[src/hw/rtl/rpn_pkg.sv]
// shared types and constants for the ray pick of the nearest point
`timescale 1ns / 1ps
package rpn_pkg;

    // capacity of the point counter per query
    localparam int POINT_CAP  = 65536;
    localparam int CNT_W      = $clog2(POINT_CAP + 1);
    localparam int IDX_W      = 16;

    // 0.01 as a Q0.24 fraction
    localparam logic [17:0] SCORE_K     = 18'd167772;
    localparam int          SCORE_SHIFT = 24;

    // queue between front and back
    localparam int Q_DEPTH = 4;
    localparam int Q_AW    = $clog2(Q_DEPTH);

    // configuration register indexes
    typedef enum logic [2:0] {
        REG_ORIGIN_X = 3'd0,
        REG_ORIGIN_Y = 3'd1,
        REG_ORIGIN_Z = 3'd2,
        REG_DIR_X    = 3'd3,
        REG_DIR_Y    = 3'd4,
        REG_DIR_Z    = 3'd5,
        REG_MAX_DIST = 3'd6
    } reg_index_t;

    // ray held in configuration
    typedef struct packed {
        logic signed [31:0] origin_x;
        logic signed [31:0] origin_y;
        logic signed [31:0] origin_z;
        logic signed [15:0] dir_x;
        logic signed [15:0] dir_y;
        logic signed [15:0] dir_z;
        logic        [31:0] max_dist;
    } ray_cfg_t;

    // one classified point as queued for the back end
    typedef struct packed {
        logic signed [31:0] px;
        logic signed [31:0] py;
        logic signed [31:0] pz;
        logic [IDX_W-1:0]   pos;
        logic               score_en;
        logic               last;
        logic               ovf;
    } pt_entry_t;

    // queue status seen by front and back
    typedef struct packed {
        logic full;
        logic empty;
    } q_stat_t;

endpackage

[src/hw/rtl/rpn_queue.sv]
// short fifo of classified points between front and back
`timescale 1ns / 1ps
module rpn_queue
(
    input  logic               clk,
    input  logic               rst_n,
    input  logic               push,
    input  rpn_pkg::pt_entry_t push_data,
    input  logic               pop,
    output rpn_pkg::pt_entry_t head,
    output rpn_pkg::q_stat_t   stat
);

    rpn_pkg::pt_entry_t mem_reg [rpn_pkg::Q_DEPTH];
    logic [rpn_pkg::Q_AW-1:0] wr_ptr_reg, wr_ptr_next;
    logic [rpn_pkg::Q_AW-1:0] rd_ptr_reg, rd_ptr_next;
    logic [rpn_pkg::Q_AW:0]   cnt_reg, cnt_next;

    // pointer and fill bookkeeping
    always_comb
    begin
        wr_ptr_next = wr_ptr_reg + (push ? 1'b1 : 1'b0);
        rd_ptr_next = rd_ptr_reg + (pop ? 1'b1 : 1'b0);
        cnt_next    = cnt_reg;
        if (push && !pop)
        begin
            cnt_next = cnt_reg + 1'b1;
        end
        else if (pop && !push)
        begin
            cnt_next = cnt_reg - 1'b1;
        end
    end

    always_ff @(posedge clk or negedge rst_n)
    begin
        if (!rst_n)
        begin
            wr_ptr_reg <= '0;
            rd_ptr_reg <= '0;
            cnt_reg    <= '0;
        end
        else
        begin
            wr_ptr_reg <= wr_ptr_next;
            rd_ptr_reg <= rd_ptr_next;
            cnt_reg    <= cnt_next;
        end
    end

    // entry storage
    always_ff @(posedge clk)
    begin
        if (push)
        begin
            mem_reg[wr_ptr_reg] <= push_data;
        end
    end

    assign head       = mem_reg[rd_ptr_reg];
    assign stat.full  = (cnt_reg == (rpn_pkg::Q_AW + 1)'(rpn_pkg::Q_DEPTH));
    assign stat.empty = (cnt_reg == '0);

endmodule

[config.mk]
export PLATFORM = sky130hd
export DESIGN_NAME = rpn_queue
export DESIGN_NICKNAME = d
export VERILOG_FILES = /design/src/hw/rtl/rpn_pkg.sv /design/src/hw/rtl/rpn_queue.sv
export SDC_FILE = /design/constraint.sdc
export NUM_CORES = 1
export LEC_CHECK = 0
export BUFFER_PORTS_ARGS = -buffer_cell sky130_fd_sc_hd__buf_4
export CORE_MARGIN = 1
export CORE_UTILIZATION = 45
export DETAILED_ROUTE_END_ITERATION = 8
export PLACE_DENSITY = 0.72
export SLEW_MARGIN = 20
export SYNTH_ARGS = -nofsm -noshare
export SYNTH_HDL_FRONTEND = slang
export SYNTH_SLANG_ARGS = --single-unit
[constraint.sdc]
create_clock -name clk -period 10.1 [get_ports clk]
set_input_delay 2.02 -clock clk [delete_from_list [all_inputs] [get_ports clk]]
set_output_delay 2.02 -clock clk [all_outputs]
set_load 0.03 [all_outputs]
Word-level counts from Yosys, hierarchy flattened
Memories as Yosys holds them, arrays and structs flattened. Cells that the tools add are included.

Flip-flop bits (word level): 7. Bits in writable memories: 460. Input bits: 119. Output and inout port bits: 117. Word-level logic and storage cells: 21. Memories: 1.

$add $sub $neg: 4. Eq/ne operators: 1. Multiplexer cells: 6. Reduce and logical (&&, ||, !) cells: 6.

Memory list: mem_reg (words 4, bits a word 115, read ports 1, clocked after memory_dff 0, wr ports 1, RTL line rpn_queue.sv:14) `rpn_pkg::pt_entry_t mem_reg [rpn_pkg::Q_DEPTH];`.

Operators by type and width (number): $mux 3 (2); $add 2x1->2 (2); $mux 1 (4); $add 3x1->3 const B (1); $eq 3x3->1 const B (1); $logic_not 3->1 (1); $sub 3x1->3 const B (1); $logic_and 1x1->1 (2); $logic_not 1->1 (2); $reduce_bool 2->1 (1).

Longest topological paths before layout
Depth in word-level cells: 4. Depth in mapped cells: 7. Mapped depth without buffers: 7.

Least setup slack after synthesis
Ideal clock, no wire load.

Path kind: in2reg. Start point: in push. End point: mem mem_reg[0][0] (netlist bit) (enable). Library setup time: 0.753 ns. Data arrival time: 10.255 ns. Required time: 9.347 ns. Slack: -0.908 ns. Stages on the path: 1. Buffers on the path: 0. Path through: nor3b_1.

Word-level cells in the longest chain between the ends: 2.

Ends and longest elaborated chain: start: declaration (RTL line rpn_queue.sv:7) `input logic push,`; $mux 1 (RTL line rpn_queue.sv:54) `if (push)`; $mux 1 (not written as such) (RTL line rpn_queue.sv:56) `mem_reg[wr_ptr_reg] <= push_data;`; end: declaration (RTL line rpn_queue.sv:14).

Every way passes these cells.

==> run metrics <==
status finished clean; cell taking the most area after synthesis edfxtp_1; Leakage about 7.0 nW; total CTS buffers 46; max reg flops 460; residual DRC count 0; CTS Root Cell clkbuf_16; Reg power frac 41.9%; total grt overflow 0; setup violators final 0; most common cell in the netlist edfxtp_1; Top Usage Layer GRT met2; Global Route met1 Usage 21.4%; maximum fanout along the worst path 44; Synth Register Bits 467; power per cell area around 320 nW/um2; Initial Util a little under half; max_cap viols 0; nets slightly above 1000; die height 196 um; synth cell count leaders edfxtp_1 (460), mux4_2 (115), buf_2 (12), buf_6 (7), dfrtp_1 (7); initial antenna violation count 2; VDD IR-drop max 0.000304 V; worst reg2reg startpoint wr_ptr_reg[1]; Gate Count Post-Synth 628; fin worst setup slack 4.87 ns; met3 usage 5.09%; synthesized area per cell 26.9 um2; Tmin final 5.23 ns; clock sink count about 470; setup TNS 0 ns; Ports roughly 240; yosys warns 0; Final Cycle Share about half; top post-synthesis cells by area edfxtp_1 (82%), mux4_2 (15%), dfrtp_1 (1.0%); CTS tree yes; Fill cells between 2000 and 3000; DIE WIDTH 196 um; Slew HR 32.2%; CP Class reg -> out; share of cells above drive strength 1 45.7%; Resized cells post-CTS 0; Sw Pwr ~2.1 mW; Place WS 5.35 ns; Max Freq 191 MHz; Reg-to-Reg End mem_reg[1][89]; Final Util 56.0%; Setup Fix Bufs, Post-CTS 0; vias in the first global route 8063; H-tree depth 2; Clock Tree Buf Depth 3; remaining antenna violation count 0; Power Internal ~4.4 mW; via density per instance 5.33; CP arrival 3.21 ns; clock power share 24.2%; Rows 70; Startpoint Class register; post-synthesis sequential area ratio 82.7%; Initial DRT Pass Iterations 5; syn nets approximately 750; IO buf count 235; endpoint of the worst hold path cnt_reg[2]; flop-to-flop setup slack approximately 7.4 ns; CTS Hold Bufs 0; R2R cell count 2; slew at the pin with the worst max-slew slack 1.02 ns; max-slew violations 0; met2 GRT Util 26.5%; first-pass GRT wire length between 40000 and 50000 um; Initial DRC Count 371; Worst-path clk slew roughly 0.060 ns; core area 36800 um2; Post-Route WL 30800 um; top_reg_cell synth edfxtp_1; routability cong. 0.706; CP endpoint kind primary output; largest net degree at the start of global routing 67; WHS Path Cells 1; Hold Path Class reg -> reg; Syn Std Cell Area 16900 um2; area grow syn2layout 21.8%; Synth cell types 19; Clk Latency, worst-skew pair 0.56 ns; Synth top area share 81.7%; Switching Share between 30% and 40%; RSZ-0062 raised after global routing no; Hold WS 0.481 ns; min-delay src cnt_reg[2]; HPWL Detailed between 15000 and 20000 um; Final Hold Fails 0; WP data required 8.08 ns; fraction of registers with async set/reset 1.50%; die area 38400 um2; design area around 21000 um2; number of synthesized flops with an enable pin 460; WL per Instance 22.0 um; Placement Cell Area 19200 um2; vias approximately 7500; Logic pwr share 34.0%; Layout Skew 0.00622 ns; GRT Resource Usage Total 16.4%
[cells in the final DEF, fill, tap and decap left out, types with 2 or more instances in the layout]
cell type,count
buf_4,245
clkbuf_1,12
clkbuf_16,49
clkinv_1,13
clkinv_2,8
dfrtp_1,5
dfrtp_4,2
edfxtp_1,460
ha_1,3
inv_1,2
mux4_2,115
xor2_1,4
[kinds of logic (layout without fill, tap and decap cells)]
| group | Yosys count | in the layout | share of synthesized area [%] |
|---|---|---|---|
| flops | 467 | 467 | 82.7 |
| mux | 116 | 116 | 15.4 |
| buf+inv | 28 | 330 | 1.04 |
| simple gates | 8 | 8 | 0.274 |
| xor+xnor | 5 | 5 | 0.259 |
| fa+ha+maj | 4 | 4 | 0.340 |
| other cells | 0 | 1 | 0 |
[stage by stage]
| step | cells | total power, mW |
|---|---|---|
| final | 1399 | 6.51 |
| after floorplan | 628 | 4.28 |
| after global placement | 1315 | 5.01 |
| after CTS | 1398 | 6.62 |
| after global routing | 1398 | 6.78 |
| after detailed placement | 1315 | 5.03 |
[per-layer routing]
| layer | up-vias | part of all wire, % |
|---|---|---|
| met1 | 3936 | 42 |
| met2 | 217 | 49 |
| li1 | 3263 | - |
| met4 | 2 | 1.8 |
| met5 | - | 0.029 |
| met3 | 40 | 7.4 |
[final cells by class]
cell class              count  area, um2  area share [%]
repair buffers            245       1840            8.93
inverters                   2       7.51          0.0364
clock inverters            22        119           0.577
clock buffers              61       1270            6.17
flip-flops and latches    467      14000            68.0
multi-input cells         133       2780            13.5
diodes                      1       2.50          0.0121
well taps                 468        586            2.84
[power groups by stage]
stage	logic, mW	clock network, mW	registers, mW
finish	2.21	1.57	2.72
CTS	2.26	1.62	2.74
global route	2.33	1.68	2.77
detailed placement	2.26	0	2.78
floorplan	1.59	0	2.68
global placement	2.25	0	2.76
[how the worst max path moves through the flow]
stage	slack [ns]	cells past startpoint	endpoint	startpoint
after CTS	4.73	3	head[89]	rd_ptr_reg[0]
after global placement	5.33	3	head[61]	rd_ptr_reg[0]
after detailed placement	5.35	3	head[89]	rd_ptr_reg[0]
after global routing	4.58	3	head[61]	rd_ptr_reg[0]
after floorplan	2.64	2	mem_reg[2][0]	push
final	4.87	3	head[89]	rd_ptr_reg[0]
[critical path: stages (launching register included)]
cell     delay (ns)
dfrtp_4        1.01
buf_4          0.75
mux4_2         0.63
buf_4          0.19
Note: power is estimated with default switching activity, not from simulation.
