[src/hw/rtl/rpn_pkg.sv]
// shared types and constants for the ray pick of the nearest point
`timescale 1ns / 1ps
package rpn_pkg;

    // capacity of the point counter per query
    localparam int POINT_CAP  = 65536;
    localparam int CNT_W      = $clog2(POINT_CAP + 1);
    localparam int IDX_W      = 16;

    // 0.01 as a Q0.24 fraction
    localparam logic [17:0] SCORE_K     = 18'd167772;
    localparam int          SCORE_SHIFT = 24;

    // queue between front and back
    localparam int Q_DEPTH = 4;
    localparam int Q_AW    = $clog2(Q_DEPTH);

    // configuration register indexes
    typedef enum logic [2:0] {
        REG_ORIGIN_X = 3'd0,
        REG_ORIGIN_Y = 3'd1,
        REG_ORIGIN_Z = 3'd2,
        REG_DIR_X    = 3'd3,
        REG_DIR_Y    = 3'd4,
        REG_DIR_Z    = 3'd5,
        REG_MAX_DIST = 3'd6
    } reg_index_t;

    // ray held in configuration
    typedef struct packed {
        logic signed [31:0] origin_x;
        logic signed [31:0] origin_y;
        logic signed [31:0] origin_z;
        logic signed [15:0] dir_x;
        logic signed [15:0] dir_y;
        logic signed [15:0] dir_z;
        logic        [31:0] max_dist;
    } ray_cfg_t;

    // one classified point as queued for the back end
    typedef struct packed {
        logic signed [31:0] px;
        logic signed [31:0] py;
        logic signed [31:0] pz;
        logic [IDX_W-1:0]   pos;
        logic               score_en;
        logic               last;
        logic               ovf;
    } pt_entry_t;

    // queue status seen by front and back
    typedef struct packed {
        logic full;
        logic empty;
    } q_stat_t;

endpackage

[src/hw/rtl/rpn_front.sv]
// input side: accepts points, numbers them and flags capacity overflow
`timescale 1ns / 1ps
module rpn_front
(
    input  logic                clk,
    input  logic                rst_n,
    input  logic                in_valid,
    output logic                in_stall,
    input  logic signed [31:0]  point_x,
    input  logic signed [31:0]  point_y,
    input  logic signed [31:0]  point_z,
    input  logic                last_point,
    input  rpn_pkg::q_stat_t    q_stat,
    output logic                push,
    output rpn_pkg::pt_entry_t  push_data
);

    logic [rpn_pkg::CNT_W-1:0] cnt_reg, cnt_next;
    logic                      ovf_reg, ovf_next;
    logic                      in_room;

    assign in_stall = q_stat.full;
    assign push     = in_valid && !q_stat.full;
    assign in_room  = (cnt_reg < rpn_pkg::CNT_W'(rpn_pkg::POINT_CAP));

    // classify the beat
    always_comb
    begin
        push_data.px       = point_x;
        push_data.py       = point_y;
        push_data.pz       = point_z;
        push_data.pos      = rpn_pkg::IDX_W'(cnt_reg);
        push_data.score_en = in_room;
        push_data.last     = last_point;
        push_data.ovf      = ovf_reg || !in_room;
    end

    // counter and overflow, cleared at the end of a query
    always_comb
    begin
        cnt_next = cnt_reg;
        ovf_next = ovf_reg;
        if (push)
        begin
            if (last_point)
            begin
                cnt_next = '0;
                ovf_next = 1'b0;
            end
            else if (in_room)
            begin
                cnt_next = cnt_reg + 1'b1;
            end
            else
            begin
                ovf_next = 1'b1;
            end
        end
    end

    always_ff @(posedge clk or negedge rst_n)
    begin
        if (!rst_n)
        begin
            cnt_reg <= '0;
            ovf_reg <= 1'b0;
        end
        else
        begin
            cnt_reg <= cnt_next;
            ovf_reg <= ovf_next;
        end
    end

endmodule

[config.mk]
export PLATFORM = sky130hd
export DESIGN_NAME = rpn_front
export DESIGN_NICKNAME = d
export VERILOG_FILES = /design/src/hw/rtl/rpn_pkg.sv /design/src/hw/rtl/rpn_front.sv
export SDC_FILE = /design/constraint.sdc
export NUM_CORES = 1
export LEC_CHECK = 0
export BUFFER_PORTS_ARGS = -buffer_cell sky130_fd_sc_hd__buf_4
export CORE_AREA = 2 2 85 87
export DETAILED_ROUTE_END_ITERATION = 10
export DIE_AREA = 0 0 87 89
export PLACE_DENSITY = 0.68
export SYNTH_ARGS = -nofsm -noshare
export SYNTH_HDL_FRONTEND = slang
export SYNTH_SLANG_ARGS = --single-unit
export TNS_END_PERCENT = 5
[constraint.sdc]
create_clock -name clk -period 2.19 [get_ports clk]
set_input_delay 0.219 -clock clk [delete_from_list [all_inputs] [get_ports clk]]
set_output_delay 0.219 -clock clk [all_outputs]
set_load 0.005 [all_outputs]
* Yosys cells after proc, flatten, opt, wreduce, memory -nomap -nowiden *
Index checks and enable logic that the tools add are counted.

word-level totals
  word-level logic and storage cells = 16
  register bits = 18
  output and inout port bits = 117

cells by class
  reduce and logical (&&, ||, !) cells = 7
  add/sub/neg operators = 1
  mux-type cells = 4
  order comparisons = 1
  equality and inequality tests = 1

operator list
  operator                                                          number
  17-bit 2-to-1 mux                                                 2
  17-bit by 1-bit adder with 17-bit output (second input constant)  1
  17-bit < comparator (second input constant)                       1
  2-bit AND reduction                                               2
  1-bit logical NOT                                                 2
  1-bit 2-to-1 mux                                                  2
  2-bit inequality test (second input constant)                     1
  2-bit nonzero test                                                1
  1-bit logical AND                                                 1
  1-bit logical OR                                                  1

* Depth between registers and ports, before layout *
Gate-level depths: netlist of the first run.

  depth after elaboration = 3
  depth in mapped cells = 6
  mapped depth without buffers = 5

* Worst setup path before layout of the first run *
No wires, ideal clock.

  kind = flip-flop to flip-flop
  from = reg cnt_reg[0] in the netlist's numbering
  to = reg cnt_reg[15] in the netlist's numbering
  slack = 0.605 ns
  setup time = 0.078 ns
  required time = 2.112 ns
  path buffers = 0
  arrival time = 1.508 ns
  stages on the path, launching flop included = 5
  clock period less this slack = 1.585 ns
  cells stage by stage = dfrtp_1 -> nand3_2 -> or3_4 -> or4_1 -> a21oi_1

on the way
  cells in the longest elaborated chain, start to end = 3

RTL lines
  item                                                                             RTL line                          RTL
  start, declared                                                                  rpn_front.sv:18                   logic [rpn_pkg::CNT_W-1:0] cnt_reg, cnt_next;
  start signal, assigned                                                           rpn_front.sv:70                   cnt_reg <= cnt_next;
  17-bit by 1-bit adder with 17-bit output or 17-bit < comparator (tied branches)  rpn_front.sv:52, rpn_front.sv:24
  17-bit 2-to-1 mux or 2-bit nonzero test (tied branches)                          n/a
  17-bit 2-to-1 mux or 2-bit AND reduction (tied branches)                         n/a

Parallel ways exist; a longest one is shown, timed or not. The select of a mux whose other input is x is not followed.
A chain may end at the register's enable or synchronous reset.

* Final worst setup path of the first run *
  from = reg cnt_reg[16] in the netlist's numbering
  to = reg cnt_reg[11] in the netlist's numbering

on the way
  cells in the longest elaborated chain, start to end = 3

RTL lines
  item                           RTL line         RTL
  17-bit < comparator            rpn_front.sv:24  assign in_room = (cnt_reg < rpn_pkg::CNT_W'(rpn_pkg::POINT_CAP));
  2-bit nonzero test (no line)   n/a
  2-bit AND reduction (no line)  n/a

No other way between the ends.

==> results of run 1 <==
placed cells by master (no fill, tap or decap), drive strengths merged:
cell type / netlist / final
or4b: 1 / 1
xnor2: 2 / 2
dlygate4sd3: 0 / 1
xor2: 2 / 2
o21ai: 7 / 7
or3: 2 / 2
o31ai: 2 / 2
or4: 3 / 3
a31oi: 4 / 4
nor4: 2 / 2
nor3: 4 / 4
inv: 4 / 4
ha: 1 / 1
nor2b: 2 / 2
nor2: 8 / 8
a41oi: 2 / 2
nand3: 8 / 8
buf: 116 / 27
a22o: 1 / 1
and2: 2 / 2
nand2b: 4 / 4
and4b: 1 / 1
o311ai: 1 / 1
and4: 2 / 2
dfrtp: 18 / 18
nand2: 10 / 10
clkbuf: 2 / 4
nand4: 2 / 2
clkinv: 1 / 1
o211ai: 1 / 1
a21oi: 8 / 8
layer usage:
layer | part of all wire (%) | vias up | track usage, %
met5 | 0 | - | 0
met3 | 16 | 31 | 6.371
met2 | 45 | 64 | 14.85
met1 | 33 | 481 | 8.893
met4 | 5.7 | 0 | 7.244
li1 | - | 461 | -
cell type report:
class / instances / area (um2)
Sequential cell: 18 / 450.4
Multi-Input combinational cell: 82 / 510.5
Tap cell: 80 / 100.1
Clock buffer: 4 / 55.05
Timing Repair Buffer: 28 / 212.7
Inverter: 5 / 23.77
Fill cell: 731 / 5366
stage by stage:
step                      setup slack, ns  std cells  cell area (um2)  power (mW)  hold slack (ns)
after floorplan                    0.6045        223             1861      0.5885         -0.07659
after CTS                          0.3703        217             1353      0.7627           0.2844
final                              0.3381        217             1353      0.7508           0.2930
after global routing               0.2892        217             1353      0.7964           0.3204
after global placement             0.4291        212             1287      0.4827           0.1023
after detailed placement           0.3898        212             1287      0.4854           0.1030
kinds of logic after synthesis:
group	share of synthesized area, %
AO/OA/AOI/OAI	8.473
XOR/XNOR	1.883
adder cells (fa/ha/maj)	0.6724
buffers and inverters	48.35
flip-flops	24.21
AND/OR/NAND/NOR	16.41
power breakdown:
| part | switching [mW] | leakage (nW) | internal (mW) | total, mW |
|---|---|---|---|---|
| registers | 0.0265 | 0.246 | 0.350 | 0.377 |
| logic | 0.0496 | 0.298 | 0.0518 | 0.101 |
| clock network | 0.113 | 0.0288 | 0.160 | 0.273 |
| total | 0.189 | 0.573 | 0.562 | 0.751 |
worst paths after layout:
check                                         from                       to  slack (ns)  depth (start not counted)
hold / removal                          last_point  cnt_reg[12]$_DFFE_PN0P_        0.29                          2
min in group asynchronous                    rst_n  cnt_reg[12]$_DFFE_PN0P_        0.37                          2
setup reg to reg           cnt_reg[16]$_DFFE_PN0P_  cnt_reg[11]$_DFFE_PN0P_        0.34                          4
max in group asynchronous                    rst_n  cnt_reg[15]$_DFFE_PN0P_        1.62                          2
hold reg to reg                ovf_reg$_DFFE_PN0P_      ovf_reg$_DFFE_PN0P_        0.52                          2
setup / recovery           cnt_reg[16]$_DFFE_PN0P_  cnt_reg[11]$_DFFE_PN0P_        0.34                          4
==> metrics.yaml, run 1 <==
outcome:
  status: "finished clean"
setup_path:
  slowest_stage: "or4b_4"
  critPathMaxStageDelay_ns: 0.57
  required_ns: 2.37
  critPathKind: "reg2reg"
  critical-path-top-delay-family: "simple AND/OR/NAND/NOR gates"
  critical_path.cell_chain: "or4b_4, nor4_1, a41oi_1, a31oi_1"
  critPathMaxFanout: 6
  end_kind: "register"
  cp.arrival_ns: 2.03
  path_buf_inv: 0
  start_kind: "register"
synthesis:
  yosys_warnings: 0
  yosys-top-cells-area: "buf_4 (46%), dfrtp_1 (24%), a21oi_1 (2.2%)"
  ys_seq_area_share_pct: 24.21
  synth_flop_cell: "dfrtp_1"
  synth.cell_area_um2: 1861
  yosysTopAreaCell: "buf_4"
  post-synth-top-area-fraction_pct: 46.40
  synth-edff-count: 0
  post_synth.cell_area_avg_um2: 8.343
  ys_top_cells_by_count: "buf_4 (115), dfrtp_1 (18), nand2_1 (10)"
  synth.most_common_cell: "buf_4"
  synthArstFlopShare_pct: 100.0
  synth.distinct_cells: 35
  syn_nets: 326
  synth-seq-cells: 18
  syn_inst: 223
place:
  gp_congestion: 0.8135
  io_buffer_count: 25
  dp_hpwl_mm: 2.940
drt:
  drtAntennaViolNets: 0
  dr.first_iter.drc_count: 74
  routed-via-count: 1037
  vias_per_cell: 4.779
  wl_per_cell_um: 17.15
  dr.pass1.iters: 4
  totalWireLength_mm: 3.721
  drc: 0
floorplan:
  die_w_um: 87
  die_area_um2: 7743
  num_rows: 30
  boundaryPins: 219
  start_util_pct: 27.69
  fp.dieH_um: 89
  fp.coreArea_um2: 6719
sta:
  setup_viol: 0
  hold_viol: 0
  worst_pin_slew_ns: 0.4616
  rsz0062_at_grt: "false"
  slew_viol_final: 0
  period_minus_slack_ns: 1.852
  max_clock_freq_ghz: 0.5400
  fin_crit_sh_pct: 84.56
  final.setup_skew_ns: 0.001394
  slew_headroom_pct: 68.94
  finalSetupTns_ns: 0
global_route:
  grt_usage_pct: 9.536
  antenna_found_initial: 0
  overflow: 0
  grt_pass1_vias: 1065
  grt_pass1_wl_mm: 5.623
  grt_start_max_net_pins: 19
clock_network:
  clk_pin_slew_ns: 0.07
  numCtsBuffers: 3
  cts_setup_buffers: 0
  cts_hold_buf: 1
  cts_tree: "built"
  clock_latency_ns: 0.25
  cts_resized: 0
  clock_sinks: 18
  cts_root_buf: "clkbuf_8"
  htree_levels: 1
  cts_buffer_depth: 2
final_layout:
  antenna_cells: 0
  drive_gt1_share_pct: 28.47
  area_growth_pct: -27.30
  fin_nets: 241
  utilization_pct: 20.13
  largest_register_ffs: 17
pwr:
  static-leakage-power_nw: 0.5729
  power.density_nw_per_um2: 555.1
  ir_drop_mv: 0.1367
flow_run:
  drv_cap: 0
hold_path:
  hold_path.class: "in2reg"
Power figures use the tool's default switching activity.
==> inputs of run 2 (changes only) <==
PLACE_DENSITY = 0.71   (was 0.68)
clock period = 1.7 ns   (was 2.19 ns; I/O delays follow)
==> metrics.yaml, run 2 (synthesized netlist as in run 1, its figures left out) <==
pwr:
  report.power.total_uw: 992.1
  ir_drop_mv: 0.1571
  static-leakage-power_nw: 0.6849
  power.density_nw_per_um2: 655.3
floorplan:
  num_rows: 30
  start_util_pct: 27.69
  die_w_um: 87
  die_area_um2: 7743
  boundaryPins: 219
  fp.dieH_um: 89
  fp.coreArea_um2: 6719
clock_network:
  clock_sinks: 18
  numCtsBuffers: 3
  clock_latency_ns: 0.26
  cts_setup_buffers: 0
  htree_levels: 1
  cts_buffer_depth: 2
  clk_pin_slew_ns: 0.07
  cts_tree: "built"
  cts_root_buf: "clkbuf_8"
global_route:
  overflow: 0
  grt_usage_pct: 9.441
  antenna_found_initial: 0
  grt_start_max_net_pins: 19
  grt_pass1_wl_mm: 5.740
  grt_pass1_vias: 1145
setup_path:
  reg2regPathDepth: 4
  required_ns: 1.89
  worst-path-stages: 4
  critical-path-top-delay-family: "simple AND/OR/NAND/NOR gates"
  critical_path.cell_chain: "nand3_2, or3_4, or4_4, a21oi_2"
  start_kind: "register"
  critPathMaxStageDelay_ns: 0.49
  cp.arrival_ns: 1.85
  critPathMaxFanout: 6
  critPathKind: "reg2reg"
  path_buf_inv: 0
  end_kind: "register"
  slowest_stage: "or4_4"
sta:
  setup_viol: 0
  hold_viol: 0
  rsz0062_at_grt: "true"
  slew_viol_final: 0
  finalSetupTns_ns: 0
  fin_crit_sh_pct: 97.50
  max_clock_freq_ghz: 0.6033
  period_minus_slack_ns: 1.657
  final.setup_skew_ns: 0.001366
  slew_headroom_pct: 75.76
  postLayoutSetupSlackWorst_ns: 0.04258
  worst_pin_slew_ns: 0.3623
place:
  dp_hpwl_mm: 2.951
  place_ws_ns: 0.02207
  place_area_um2: 1415
  gp_congestion: 0.7683
  dp.cells: 229
  io_buffer_count: 25
drt:
  drc: 0
  totalWireLength_mm: 3.777
  dr.first_iter.drc_count: 68
  wl_per_cell_um: 16.14
  routed-via-count: 1117
  vias_per_cell: 4.774
  drtAntennaViolNets: 0
  dr.pass1.iters: 4
final_layout:
  largest_register_ffs: 17
  antenna_cells: 0
  fin_nets: 258
  fin_area_um2: 1514
  final_common_cell: "buf_4"
  area_growth_pct: -18.63
  final_cell_mix: "buf_4 (44), dfrtp_1 (18), nand2_1 (10)"
  final_cells: 234
  drive_gt1_share_pct: 39.61
  fillers: 734
outcome:
  status: "finished clean"
hold_path:
  hold_path.class: "in2async"
flow_run:
  drv_cap: 0
run 2: changes by cell type in the layout (fill, tap and decap cells not counted), sizes merged:
| cell | previous run | this run |
|---|---|---|
| buf | 27 | 44 |
run 2: worst paths after layout:
kind                       slack (ns)                    start                      end
min reg2reg                      0.50  cnt_reg[11]$_DFFE_PN0P_  cnt_reg[11]$_DFFE_PN0P_
max reg2reg                      0.04   cnt_reg[0]$_DFFE_PN0P_  cnt_reg[15]$_DFFE_PN0P_
max                              0.04   cnt_reg[0]$_DFFE_PN0P_  cnt_reg[15]$_DFFE_PN0P_
max in group asynchronous        1.19                    rst_n   cnt_reg[3]$_DFFE_PN0P_
min                              0.31                    rst_n  cnt_reg[12]$_DFFE_PN0P_
min in group clk                 0.33               last_point  cnt_reg[12]$_DFFE_PN0P_
run 2: layer usage:
metal,GRT usage [%],routed length [um]
met1,9.401,1294
met2,16.17,1869
met3,3.970,432
met4,6.250,180
met5,0,0
run 2: where the power goes:
group	total [mW]	internal, mW	switching [mW]	leakage, nW
sequential	0.481	0.451	0.0299	0.246
clock	0.353	0.206	0.147	0.0288
combinational	0.158	0.0832	0.0746	0.410
total	0.992	0.740	0.252	0.685
run 2: repair_timing:
item                                    CTS  global route
hold endpoints to repair                 18             0
endpoints found under the setup margin    0             5
hold buffers                              1             0
gates resized for setup                   0             7
run 2: through the flow:
stage	hold slack [ns]	util, %
2_1_floorplan	-0.1256	-
3_3_place_gp	0.04969	21.06
3_5_place_dp	0.05259	21.06
4_1_cts	0.3172	22.03
5_1_grt	0.3316	22.53
6_report	0.3139	22.53
run 2: area by class of cell:
class	count	area, um2	area share (%)
flip-flops and latches	18	450.4	29.75
multi-input cells	82	544.3	35.95
clock buffers	4	55.05	3.636
inverters	5	23.77	1.570
repair buffers	45	340.3	22.48
well taps	80	100.1	6.612
